===== config.mk =====
export PLATFORM = sky130hd
export DESIGN_NAME = pulse_height_window_classifier
export DESIGN_NICKNAME = d
export VERILOG_FILES = /design/src/rtl/phwc_pkg.sv /design/src/rtl/pulse_height_window_classifier.sv
export SDC_FILE = /design/constraint.sdc
export NUM_CORES = 2
export LEC_CHECK = 0
export BUFFER_PORTS_ARGS = -buffer_cell sky130_fd_sc_hd__buf_2
export CAP_MARGIN = 15
export CORE_MARGIN = 2
export CORE_UTILIZATION = 45
export DETAILED_ROUTE_END_ITERATION = 16
export PLACE_DENSITY = 0.7
export SYNTH_ARGS = -nofsm -noshare
export SYNTH_HDL_FRONTEND = slang
export SYNTH_SLANG_ARGS = --single-unit

===== constraint.sdc =====
create_clock -name clk -period 23.8 [get_ports clk]
set_clock_uncertainty 0.15 [all_clocks]
set_input_delay 1.19 -clock clk [delete_from_list [all_inputs] [get_ports clk]]
set_output_delay 1.19 -clock clk [all_outputs]
set_load 0.005 [all_outputs]

===== src/rtl/phwc_pkg.sv =====
//==============================================================================
// phwc_pkg: shared constants for the pulse height window classifier
// Field widths, register reset values, register codes and word layouts.
//==============================================================================
`default_nettype none

package phwc_pkg;

    // Field widths
    localparam int SAMPLE_W  = 11;
    localparam int INDEX_W   = 16;
    localparam int GAIN_W    = 16;
    localparam int OFFSET_W  = 16;
    localparam int KEV_W     = 20;
    localparam int HEIGHT_W  = 12;
    localparam int ENERGY_W  = 21;
    localparam int TOTAL_W   = 32;

    // Baseline window defaults
    localparam int BASELINE_START_DEF = 400;
    localparam int BASELINE_LEN_DEF   = 50;

    // Configuration port
    localparam int CFG_IDX_W  = 3;
    localparam int CFG_DATA_W = 20;

    typedef enum logic [CFG_IDX_W-1:0] {
        CFG_GAIN               = 3'd0,
        CFG_OFFSET             = 3'd1,
        CFG_THRESHOLD          = 3'd2,
        CFG_FIRST_WINDOW_LOW   = 3'd3,
        CFG_FIRST_WINDOW_HIGH  = 3'd4,
        CFG_SECOND_WINDOW_LOW  = 3'd5,
        CFG_SECOND_WINDOW_HIGH = 3'd6,
        CFG_VETO_LEVEL         = 3'd7
    } cfg_reg_t;

    // Register reset values
    localparam logic [GAIN_W-1:0]          GAIN_RST      = 16'd1229;
    localparam logic signed [OFFSET_W-1:0] OFFSET_RST    = 16'sd0;
    localparam logic [KEV_W-1:0]           THRESHOLD_RST = 20'd2000;
    localparam logic [KEV_W-1:0]           FW_LOW_RST    = 20'd5469;
    localparam logic [KEV_W-1:0]           FW_HIGH_RST   = 20'd6002;
    localparam logic [KEV_W-1:0]           SW_LOW_RST    = 20'd7004;
    localparam logic [KEV_W-1:0]           SW_HIGH_RST   = 20'd7686;
    localparam logic signed [SAMPLE_W-1:0] VETO_RST      = -11'sd1024;
    localparam logic signed [SAMPLE_W-1:0] PEAK_RST      = -11'sd1024;

    // Stream word widths
    localparam int IN_DATA_W  = 16;
    localparam int OUT_DATA_W = 104;

    // Result word layout (lowest bit of each field)
    localparam int OUT_HEIGHT_LSB = 0;
    localparam int OUT_ENERGY_LSB = 12;
    localparam int OUT_VETOED_BIT = 33;
    localparam int OUT_ABOVE_BIT  = 34;
    localparam int OUT_HIT1_BIT   = 35;
    localparam int OUT_HIT2_BIT   = 36;
    localparam int OUT_TOT1_LSB   = 37;
    localparam int OUT_TOT2_LSB   = 69;
    localparam int OUT_PAD_LSB    = 101;

endpackage

`default_nettype wire


===== src/rtl/pulse_height_window_classifier.sv =====
//==============================================================================
// pulse_height_window_classifier: baseline-subtracted pulse height analyzer
// Tracks baseline, peak and veto per event and classifies the calibrated energy.
//==============================================================================
// The block takes one word per clock cycle on the input stream, sustained
// while the output side does not stall: a waveform sample (tuser low) or an
// end-of-event marker (tuser high). Sample words only update the event state
// (sample index, baseline sum over the baseline window, running peak, veto
// flag) and never produce a result. Each marker after the first one produces
// one result word. The word passes five registers: the event snapshot, loaded
// at the accepting edge, then the baseline division (a multiply by the
// reciprocal of BASELINE_LEN), the height, the gain multiply, and the output
// register that takes offset, saturation, window compares and the running hit
// totals. The first marker after reset only clears the event. Every stage
// holds its word when the next one is full, so a stalled output does not
// block input until the pipeline has filled. Configuration writes are taken
// at any edge where cfg_we is high and must only be issued while no result is
// outstanding.
//==============================================================================
`default_nettype none

module pulse_height_window_classifier #(
    parameter int BASELINE_START = phwc_pkg::BASELINE_START_DEF,
    parameter int BASELINE_LEN   = phwc_pkg::BASELINE_LEN_DEF
) (
    input  wire logic                                clk,
    input  wire logic                                rst_n,

    // Configuration write port
    input  wire logic                                cfg_we,
    input  wire logic [phwc_pkg::CFG_IDX_W-1:0]      cfg_index,
    input  wire logic [phwc_pkg::CFG_DATA_W-1:0]     cfg_data,

    // Input stream
    input  wire logic                                s_tvalid,
    output logic                                     s_tready,
    input  wire logic [phwc_pkg::IN_DATA_W-1:0]      s_tdata,   // [10:0] sample, [15:11] zero
    input  wire logic                                s_tuser,   // [0] action (1 = marker)

    // Result stream
    output logic                                     m_tvalid,
    input  wire logic                                m_tready,
    output logic [phwc_pkg::OUT_DATA_W-1:0]          m_tdata    // [11:0] pulse_height,
                                                                // [32:12] energy_kev,
                                                                // [33] vetoed,
                                                                // [34] above_threshold,
                                                                // [35] first_window_hit,
                                                                // [36] second_window_hit,
                                                                // [68:37] first_window_total,
                                                                // [100:69] second_window_total,
                                                                // [103:101] zero
);

    // Baseline sum width: at most BASELINE_LEN-1 samples of magnitude 1024
    // land in the window, so the magnitude fits ABS_W bits.
    localparam int ABS_W    = $clog2((BASELINE_LEN - 1) * 1024 + 1);
    localparam int SUM_W    = ABS_W + 1;
    // Exact floor division by BASELINE_LEN: for x < 2**ABS_W,
    // floor(x / LEN) == (x * ceil(2**SH / LEN)) >> SH with SH below.
    localparam int SH       = ABS_W + $clog2(BASELINE_LEN);
    localparam int RECIP_W  = ABS_W + 2;
    localparam int PROD_W   = ABS_W + RECIP_W;
    localparam int QUOT_W   = PROD_W - SH;
    localparam logic [RECIP_W-1:0] RECIP =
        RECIP_W'(((64'd1 << SH) + 64'(BASELINE_LEN) - 64'd1) / 64'(BASELINE_LEN));
    localparam int WIN_W    = phwc_pkg::INDEX_W + 1;
    localparam logic [WIN_W-1:0] WIN_LO = WIN_W'(BASELINE_START);
    localparam logic [WIN_W-1:0] WIN_HI = WIN_W'(BASELINE_START + BASELINE_LEN);
    localparam int MUL_W    = phwc_pkg::GAIN_W + 1 + phwc_pkg::HEIGHT_W;
    localparam int E_W      = phwc_pkg::ENERGY_W + 1;

    //--------------------------------------------------------------------------
    // Configuration registers
    //--------------------------------------------------------------------------
    logic [phwc_pkg::GAIN_W-1:0]          gain_reg;
    logic signed [phwc_pkg::OFFSET_W-1:0] offset_reg;
    logic [phwc_pkg::KEV_W-1:0]           threshold_reg;
    logic [phwc_pkg::KEV_W-1:0]           fw_low_reg;
    logic [phwc_pkg::KEV_W-1:0]           fw_high_reg;
    logic [phwc_pkg::KEV_W-1:0]           sw_low_reg;
    logic [phwc_pkg::KEV_W-1:0]           sw_high_reg;
    logic signed [phwc_pkg::SAMPLE_W-1:0] veto_level_reg;

    always_ff @(posedge clk or negedge rst_n)
    begin
        if (!rst_n)
        begin
            gain_reg       <= phwc_pkg::GAIN_RST;
            offset_reg     <= phwc_pkg::OFFSET_RST;
            threshold_reg  <= phwc_pkg::THRESHOLD_RST;
            fw_low_reg     <= phwc_pkg::FW_LOW_RST;
            fw_high_reg    <= phwc_pkg::FW_HIGH_RST;
            sw_low_reg     <= phwc_pkg::SW_LOW_RST;
            sw_high_reg    <= phwc_pkg::SW_HIGH_RST;
            veto_level_reg <= phwc_pkg::VETO_RST;
        end
        else if (cfg_we)
        begin
            case (phwc_pkg::cfg_reg_t'(cfg_index))
                phwc_pkg::CFG_GAIN:               gain_reg       <= cfg_data[15:0];
                phwc_pkg::CFG_OFFSET:             offset_reg     <= $signed(cfg_data[15:0]);
                phwc_pkg::CFG_THRESHOLD:          threshold_reg  <= cfg_data;
                phwc_pkg::CFG_FIRST_WINDOW_LOW:   fw_low_reg     <= cfg_data;
                phwc_pkg::CFG_FIRST_WINDOW_HIGH:  fw_high_reg    <= cfg_data;
                phwc_pkg::CFG_SECOND_WINDOW_LOW:  sw_low_reg     <= cfg_data;
                phwc_pkg::CFG_SECOND_WINDOW_HIGH: sw_high_reg    <= cfg_data;
                phwc_pkg::CFG_VETO_LEVEL:         veto_level_reg <= $signed(cfg_data[10:0]);
                default:                          ;
            endcase
        end
    end

    //--------------------------------------------------------------------------
    // Pipeline flow control: a stage loads when it is empty or its word moves on.
    //--------------------------------------------------------------------------
    logic v1_reg, v2_reg, v3_reg, v4_reg, out_valid_reg;
    logic ld1, ld2, ld3, ld4, ld_out;

    assign ld_out   = !out_valid_reg || m_tready;
    assign ld4      = !v4_reg || ld_out;
    assign ld3      = !v3_reg || ld4;
    assign ld2      = !v2_reg || ld3;
    assign ld1      = !v1_reg || ld2;
    assign s_tready = ld1;

    //--------------------------------------------------------------------------
    // Event state, updated at every accepted word
    //--------------------------------------------------------------------------
    logic [phwc_pkg::INDEX_W-1:0]         index_reg;
    logic signed [SUM_W-1:0]              sum_reg;
    logic signed [phwc_pkg::SAMPLE_W-1:0] peak_reg;
    logic                                 veto_reg;
    logic                                 seen_reg;

    logic                                 accept;
    logic                                 is_marker;
    logic                                 report;
    logic signed [phwc_pkg::SAMPLE_W-1:0] smp;
    logic                                 in_window;

    assign accept    = s_tvalid && ld1;
    assign is_marker = s_tuser;
    assign report    = accept && is_marker && seen_reg;
    assign smp       = $signed(s_tdata[phwc_pkg::SAMPLE_W-1:0]);
    assign in_window = ({1'b0, index_reg} > WIN_LO) && ({1'b0, index_reg} < WIN_HI);

    always_ff @(posedge clk or negedge rst_n)
    begin
        if (!rst_n)
        begin
            index_reg <= '0;
            sum_reg   <= '0;
            peak_reg  <= phwc_pkg::PEAK_RST;
            veto_reg  <= 1'b0;
            seen_reg  <= 1'b0;
        end
        else if (accept)
        begin
            if (is_marker)
            begin
                // Every marker closes the event; only the first one is silent.
                seen_reg  <= 1'b1;
                index_reg <= '0;
                sum_reg   <= '0;
                peak_reg  <= phwc_pkg::PEAK_RST;
                veto_reg  <= 1'b0;
            end
            else
            begin
                if (in_window)
                begin
                    sum_reg <= sum_reg + {{(SUM_W-phwc_pkg::SAMPLE_W){smp[phwc_pkg::SAMPLE_W-1]}},
                                          smp};
                end
                if (smp > peak_reg)
                begin
                    peak_reg <= smp;
                end
                if (smp < veto_level_reg)
                begin
                    veto_reg <= 1'b1;
                end
                if (index_reg != {phwc_pkg::INDEX_W{1'b1}})
                begin
                    index_reg <= index_reg + 1'b1;
                end
            end
        end
    end

    //--------------------------------------------------------------------------
    // Stage 1: event snapshot; stage 2 input is |sum| times the reciprocal.
    //--------------------------------------------------------------------------
    logic signed [SUM_W-1:0]              sum1_reg;
    logic signed [phwc_pkg::SAMPLE_W-1:0] peak1_reg;
    logic                                 veto1_reg;

    always_ff @(posedge clk or negedge rst_n)
    begin
        if (!rst_n)
        begin
            v1_reg <= 1'b0;
        end
        else if (ld1)
        begin
            v1_reg <= report;
        end
    end

    always_ff @(posedge clk)
    begin
        if (ld1 && report)
        begin
            sum1_reg  <= sum_reg;
            peak1_reg <= peak_reg;
            veto1_reg <= veto_reg;
        end
    end

    logic [SUM_W-1:0]  abs1_full;
    logic [ABS_W-1:0]  abs1;
    logic [PROD_W-1:0] div_prod;

    assign abs1_full = sum1_reg[SUM_W-1] ? (~sum1_reg + 1'b1) : sum1_reg;
    assign abs1      = abs1_full[ABS_W-1:0];
    assign div_prod  = {{RECIP_W{1'b0}}, abs1} * {{ABS_W{1'b0}}, RECIP};

    //--------------------------------------------------------------------------
    // Stage 2: baseline magnitude and sign
    //--------------------------------------------------------------------------
    logic [QUOT_W-1:0]                    quot2_reg;
    logic                                 neg2_reg;
    logic signed [phwc_pkg::SAMPLE_W-1:0] peak2_reg;
    logic                                 veto2_reg;

    always_ff @(posedge clk or negedge rst_n)
    begin
        if (!rst_n)
        begin
            v2_reg <= 1'b0;
        end
        else if (ld2)
        begin
            v2_reg <= v1_reg;
        end
    end

    always_ff @(posedge clk)
    begin
        if (ld2 && v1_reg)
        begin
            quot2_reg <= div_prod[PROD_W-1:SH];
            neg2_reg  <= sum1_reg[SUM_W-1];
            peak2_reg <= peak1_reg;
            veto2_reg <= veto1_reg;
        end
    end

    // Baseline truncates toward zero, so the sign goes back on the magnitude.
    logic [phwc_pkg::SAMPLE_W:0]          base_mag;
    logic signed [phwc_pkg::SAMPLE_W+1:0] baseline;
    logic signed [phwc_pkg::SAMPLE_W+1:0] height_raw;
    logic signed [phwc_pkg::HEIGHT_W-1:0] height_next;

    assign base_mag   = (phwc_pkg::SAMPLE_W+1)'(quot2_reg);
    assign baseline   = neg2_reg ? -$signed({1'b0, base_mag}) : $signed({1'b0, base_mag});
    assign height_raw = {{2{peak2_reg[phwc_pkg::SAMPLE_W-1]}}, peak2_reg} - baseline;

    always_comb
    begin
        if (height_raw > 13'sd2047)
        begin
            height_next = 12'sd2047;
        end
        else if (height_raw < -13'sd2047)
        begin
            height_next = -12'sd2047;
        end
        else
        begin
            height_next = height_raw[phwc_pkg::HEIGHT_W-1:0];
        end
    end

    //--------------------------------------------------------------------------
    // Stage 3: pulse height
    //--------------------------------------------------------------------------
    logic signed [phwc_pkg::HEIGHT_W-1:0] height3_reg;
    logic                                 veto3_reg;

    always_ff @(posedge clk or negedge rst_n)
    begin
        if (!rst_n)
        begin
            v3_reg <= 1'b0;
        end
        else if (ld3)
        begin
            v3_reg <= v2_reg;
        end
    end

    always_ff @(posedge clk)
    begin
        if (ld3 && v2_reg)
        begin
            height3_reg <= height_next;
            veto3_reg   <= veto2_reg;
        end
    end

    logic signed [MUL_W-1:0] gain_prod;

    assign gain_prod = $signed({1'b0, gain_reg}) * height3_reg;

    //--------------------------------------------------------------------------
    // Stage 4: scaled product
    //--------------------------------------------------------------------------
    logic signed [MUL_W-1:0]              prod4_reg;
    logic signed [phwc_pkg::HEIGHT_W-1:0] height4_reg;
    logic                                 veto4_reg;

    always_ff @(posedge clk or negedge rst_n)
    begin
        if (!rst_n)
        begin
            v4_reg <= 1'b0;
        end
        else if (ld4)
        begin
            v4_reg <= v3_reg;
        end
    end

    always_ff @(posedge clk)
    begin
        if (ld4 && v3_reg)
        begin
            prod4_reg   <= gain_prod;
            height4_reg <= height3_reg;
            veto4_reg   <= veto3_reg;
        end
    end

    // Arithmetic shift rounds toward minus infinity, then offset and clamp.
    logic signed [MUL_W-9:0]                scaled;
    logic signed [E_W-1:0]                  energy_wide;
    logic signed [phwc_pkg::ENERGY_W-1:0]   energy_next;
    logic signed [E_W-1:0]                  energy_cmp;
    logic                                   ok;
    logic                                   above_next;
    logic                                   hit1_next;
    logic                                   hit2_next;

    assign scaled      = prod4_reg[MUL_W-1:8];
    assign energy_wide = E_W'(scaled)
                       + {{(E_W-phwc_pkg::OFFSET_W){offset_reg[phwc_pkg::OFFSET_W-1]}},
                          offset_reg};

    always_comb
    begin
        if (energy_wide > $signed(22'sd1048575))
        begin
            energy_next = 21'sd1048575;
        end
        else if (energy_wide < -$signed(22'sd1048576))
        begin
            energy_next = -21'sd1048576;
        end
        else
        begin
            energy_next = energy_wide[phwc_pkg::ENERGY_W-1:0];
        end
    end

    assign energy_cmp = {energy_next[phwc_pkg::ENERGY_W-1], energy_next};
    assign ok         = !veto4_reg;
    assign above_next = ok && (energy_cmp > $signed({2'b00, threshold_reg}));
    assign hit1_next  = ok && (energy_cmp > $signed({2'b00, fw_low_reg}))
                           && (energy_cmp < $signed({2'b00, fw_high_reg}));
    assign hit2_next  = ok && (energy_cmp > $signed({2'b00, sw_low_reg}))
                           && (energy_cmp < $signed({2'b00, sw_high_reg}));

    //--------------------------------------------------------------------------
    // Output stage: result word and saturating hit totals
    //--------------------------------------------------------------------------
    logic [phwc_pkg::TOTAL_W-1:0] total1_reg;
    logic [phwc_pkg::TOTAL_W-1:0] total2_reg;
    logic [phwc_pkg::TOTAL_W-1:0] total1_next;
    logic [phwc_pkg::TOTAL_W-1:0] total2_next;
    logic [phwc_pkg::OUT_DATA_W-1:0] data_reg;

    assign total1_next = (hit1_next && (total1_reg != {phwc_pkg::TOTAL_W{1'b1}}))
                       ? total1_reg + 1'b1 : total1_reg;
    assign total2_next = (hit2_next && (total2_reg != {phwc_pkg::TOTAL_W{1'b1}}))
                       ? total2_reg + 1'b1 : total2_reg;

    always_ff @(posedge clk or negedge rst_n)
    begin
        if (!rst_n)
        begin
            out_valid_reg <= 1'b0;
            total1_reg    <= '0;
            total2_reg    <= '0;
        end
        else if (ld_out)
        begin
            out_valid_reg <= v4_reg;
            if (v4_reg)
            begin
                total1_reg <= total1_next;
                total2_reg <= total2_next;
            end
        end
    end

    always_ff @(posedge clk)
    begin
        if (ld_out && v4_reg)
        begin
            data_reg <= {3'b000, total2_next, total1_next, hit2_next, hit1_next,
                         above_next, veto4_reg, energy_next, height4_reg};
        end
    end

    assign m_tvalid = out_valid_reg;
    assign m_tdata  = data_reg;

endmodule

`default_nettype wire


== Word level (Yosys, flattened, before mapping) ==
Index checks and enable logic that the tools add are counted.
Storage, ports and cells
  register bits: 467
  input port bits: 45
  logic and storage cells: 130
Cells by class
  reductions and logical operators: 47
  equality and inequality tests: 10
  multiplexer cells: 15
  multipliers: 2
  bitwise operators: 1
  $lt $le $gt $ge: 13
  $add $sub $neg: 8
Operator list (number)
  $add A32 B1 Y32 const B: 2
  $mux W32: 2
  $ne A32 B32 Y1 const B: 2
  $gt A21 B21 Y1: 3
  $mux W16: 3
  $lt A21 B21 Y1: 2
  $mux W21: 2
  $mux W17: 2
  $mul A16 B17 Y33 const B: 1
  $add A16 B1 Y16 const B: 2
  $mul A17 B12 Y29: 1
  $reduce_and A2 Y1: 14
  $add A21 B16 Y22: 1
  $gt A22 B21 Y1 const B: 1
  $lt A22 B21 Y1 const B: 1
  $mux W11: 2
  $add A17 B17 Y17: 1
  $gt A16 B9 Y1 const B: 1
  $logic_and A1 B1 Y1: 16
  $lt A16 B9 Y1 const B: 1
  $ne A16 B16 Y1 const B: 1
  $not A16 Y16: 1
  $gt A13 B12 Y1 const B: 1
  $lt A13 B12 Y1 const B: 1
  other kinds (15): 32

== Depth between registers and ports, before layout ==
  word-level depth: 10
  mapped depth: 28
  gate-level depth less buffers: 28

== Worst setup path after synthesis ==
Ideal clock, no wire load.
  kind: register -> register
  start: reg sum1_reg[5]
  end: reg quot2_reg[10] (netlist: base_mag[10]) (data pin)
  library setup time: 0.260 ns
  setup slack: 15.427 ns
  clock period less this slack: 8.373 ns
  data arrival time: 7.963 ns
  cell stages (with the launch flop): 28
  path buffers: 0
  cell sequence: edfxtp_1 > or4_1 > or2_2 > o41a_1 > nand2b_1 > xor2_1 > inv_1 > fa_1 > inv_1 > fa_1 > fa_1 > inv_1 > fa_1 > inv_1 > fa_1 > fa_1 > inv_1 > ha_1 > a21oi_1 > o21ai_0 > o22a_1 > or3_1 > o211ai_1 > a21oi_1 > a2111oi_0 > o21bai_1 > a21oi_1 > xnor2_1
Between the ends
  longest elaborated chain between the ends: 4
RTL lines
  from (decl): line pulse_height_window_classifier.sv:194  | logic signed [SUM_W-1:0] sum1_reg;
  from (signal assigned): line pulse_height_window_classifier.sv:214  | sum1_reg <= sum_reg;
  $not A16 Y16: line pulse_height_window_classifier.sv:224  | assign abs1_full = sum1_reg[SUM_W-1] ? (~sum1_reg + 1'b1) : sum1_reg;
  $add A16 B1 Y16: line pulse_height_window_classifier.sv:224
  $mux W16 *: line pulse_height_window_classifier.sv:224
  $mul A16 B17 Y33 *: line pulse_height_window_classifier.sv:226  | assign div_prod = {{RECIP_W{1'b0}}, abs1} * {{ABS_W{1'b0}}, RECIP};
  via div_prod[32]: line pulse_height_window_classifier.sv:222  | logic [PROD_W-1:0] div_prod;
  to (signal assigned): line pulse_height_window_classifier.sv:252  | quot2_reg <= div_prod[PROD_W-1:SH];
  to (decl): line pulse_height_window_classifier.sv:231  | logic [QUOT_W-1:0] quot2_reg;
The timed path passes the listed nets; every way through them passes the cells marked *.
A chain may end at the register's enable or synchronous reset.

== Worst setup path after layout ==
Ends and elaborated chain as after synthesis.

==> summary.md <==
| Metric | Value |
|---|---|
| Core area | `~76000 um^2` |
| Ys flop type | `dfrtp_1` |
| Commonest non-fill, non-tap cell in the layout | `inv_1` |
| Type of origin of the critical path | `register` |
| # clock sinks | `459` |
| Layout cells sized above 1 | `0.133` |
| Root buf cell | `clkbuf_16` |
| Final Max Slew Viols | `0` |
| Port Buffers | `approximately 140` |
| GPL Wtd Cong | `about 0.86` |
| Vias in the first global route | `23100` |
| Initial antenna violation count | `6` |
| Final wirelength | `73500 um` |
| Total grt overflow | `0` |
| DIE AREA | `roughly 79000 um^2` |
| Clock Latency Late Sink | `between 0.6 and 0.7 ns` |
| Area grow syn2layout | `10.4%` |
| Met1 Use GR | `0.275` |
| Boundary Pins | `approximately 150` |
| Nets@finish | `4022` |
| CTS H-tree lvls | `2` |
| Crit Path Category | `register to register` |
| Total Routing Usage GR | `0.193` |
| Syn Inst Count | `3212` |
| Worst Path Required | `between 20 and 25 ns` |
| Final setup vio count | `0` |
| RSZ-0062 raised after global routing | `no` |
| Avg WL per Cell | `16.8 um` |
| Post-DP HPWL | `between 50000 and 60000 um` |
| Number of cells upsized or downsized after cts | `0` |
| Initial core utilization | `0.453` |
| Worst slew pin tran | `approximately 1.2 ns` |
| CTS tree | `built` |
| Setup TNS | `0 ns` |
| Post-Syn Area per Cell | `between 10 and 15 um^2` |
| Ys async rst share | `0.562` |
| Worst-path clk slew | `approximately 0.060 ns` |
| Yosys reg bits | `459` |
| Leading cell types in the layout, fill and taps excluded | `471 x inv_1, 388 x ha_1, 265 x nand2_1, 241 x fa_1, 214 x dfrtp_1` |
| Largest net degree at the start of global routing | `roughly 160` |
| Max-cap violations | `0` |
| Largest register FFs | `~100` |
| Die height | `~280 um` |
| Min-Delay Path Class | `register to register` |
| Grt met2 use | `0.311` |
| DRT iter0 DRCs | `approximately 1500` |
| Top Usage Layer GRT | `met2` |
| Total CTS buffers | `46` |
| Synthesis Warnings | `0` |
| Post-Syn Area | `about 34000 um^2` |
| Worst setup EP type | `register` |
| DR DRC count | `0` |
| DRT Pass-1 Iters | `8` |
| FILL cells | `about 6800` |
| Run status | `finished, final reports clean` |
| Fmax | `108 MHz` |
| Clk buf depth | `3` |
| Met3 Resource Use GR | `0.0268` |
| Vias | `23000` |
| Num rows | `a little over 100` |
| Design area | `37900 um^2` |
| # Post-CTS Setup Buffers | `0` |
| First-pass GRT wire length | `roughly 120000 um` |
| Worst R2R Setup Slack | `14.50 ns` |
| Crit share post-route | `0.391` |
| Final Hold Vio Count | `0` |
| CP arrival | `about 9.5 ns` |
| Number of distinct library cells after synthesis | `82` |
| Critical Path Fanout Max | `6` |
| Die Span X | `roughly 280 um` |
| Number of synthesized flops with an enable pin | `around 200` |
| Minimum clock period | `slightly above 9 ns` |
| Sequential element share of the synthesized area | `0.365` |
| Slew margin rel. | `0.183` |
| Hold-fix buffers, CTS | `0` |
| Fin util | `0.500` |
| Post-DP Area | `36200 um^2` |
| ANT nets after route | `0` |
| Vias/cell | `about 5.3` |
[cell families after synthesis]
logic type | count (synthesis) | synth area share
AOI/OAI and AO/OA | 406 | 0.0768
xor gates and xnor gates | 221 | 0.0565
muxes | 109 | 0.0357
buffers and inverters | 562 | 0.0627
DFF | 459 | 0.365
other | 1 | 0.000109
adders and majority gates | 635 | 0.283
and+or+nand+nor | 819 | 0.120
[final timing paths]
| kind | cells after the start | from | endpoint |
|---|---|---|---|
| worst max-delay path | 27 | sum1_reg[5] | base_mag[10] |
| worst min register to register | 0 | peak1_reg[5] | peak2_reg[5] |
| max in group asynchronous | 2 | rst_n | sum_reg[15] |
| worst min-delay path | 0 | peak1_reg[5] | peak2_reg[5] |
| worst max register to register | 27 | sum1_reg[5] | base_mag[10] |
| min in group asynchronous | 1 | rst_n | total2_reg[1] |
[through the flow]
step / setup slack (ns) / hold slack [ns] / std cells
floorplan: 15.43 / 0.250 / 3214
global placement: 14.53 / 0.251 / 4278
detailed placement: 14.46 / 0.255 / 4278
CTS: 14.42 / 0.269 / 4364
global route: 13.92 / 0.280 / 4365
finish: 14.50 / 0.269 / 4365
[layer usage]
layer  vias to the layer above  routed length (um)
li1                      11100                   -
met5                         -                  20
met1                     11200               34100
met4                         4                1340
met2                       539               34100
met3                        95                3950
[synthesized netlist by cell type, drive strengths merged, types with 22 or more instances]
| master | n | share of area |
|---|---|---|
| inv | 471 | 0.051 |
| and3 | 22 | 0.0040 |
| xor2 | 71 | 0.018 |
| nand4 | 48 | 0.0087 |
| nor3 | 54 | 0.0086 |
| nor4 | 24 | 0.0053 |
| edfxtp | 201 | 0.18 |
| nand2 | 265 | 0.029 |
| dfstp | 44 | 0.034 |
| o21ai | 126 | 0.018 |
| a22o | 25 | 0.0064 |
| mux2 | 109 | 0.036 |
| nand2b | 39 | 0.0071 |
| clkbuf | 76 | 0.0083 |
| a21oi | 82 | 0.012 |
| nand3 | 106 | 0.015 |
| a21o | 50 | 0.011 |
| fa | 241 | 0.14 |
| or3 | 22 | 0.0040 |
| o21a | 25 | 0.0055 |
| and2 | 69 | 0.013 |
| dfrtp | 214 | 0.16 |
| ha | 388 | 0.14 |
| nor2 | 113 | 0.012 |
| xnor2 | 150 | 0.038 |
[critical path, stage by stage (launching register included)]
cell       delay, ns
edfxtp_1        0.42
or4_1           0.53
or2_2           0.32
o41a_1          0.41
nand2b_1        0.16
xor2_1          0.60
inv_1           0.25
fa_1            0.68
inv_1           0.11
fa_1            0.49
fa_1            0.56
inv_1           0.06
fa_1            0.53
inv_1           0.06
fa_1            0.51
fa_1            0.56
inv_1           0.05
ha_1            0.30
a21oi_1         0.13
o21ai_0         0.09
o22a_1          0.23
or3_1           0.34
o211ai_1        0.23
a21oi_1         0.10
a2111oi_0       0.69
o21bai_1        0.19
a21oi_1         0.21
xnor2_1         0.08
[area by class of cell]
cell class / instances / area (um^2) / share of cell area
antenna: 1 / 2.50 / 0.0000660
clock buffer: 58 / 1280 / 0.0337
clock inverter: 28 / 400 / 0.0106
inverter: 472 / 1770 / 0.0468
multi-input combinational: 2193 / 19700 / 0.520
sequential: 459 / 12500 / 0.331
tap: 978 / 1220 / 0.0323
timing repair buffer: 176 / 988 / 0.0261
Power is left out: the tool's default activity adds up to more than one toggle a clock period on the data nets, which glitch-free logic cannot reach.
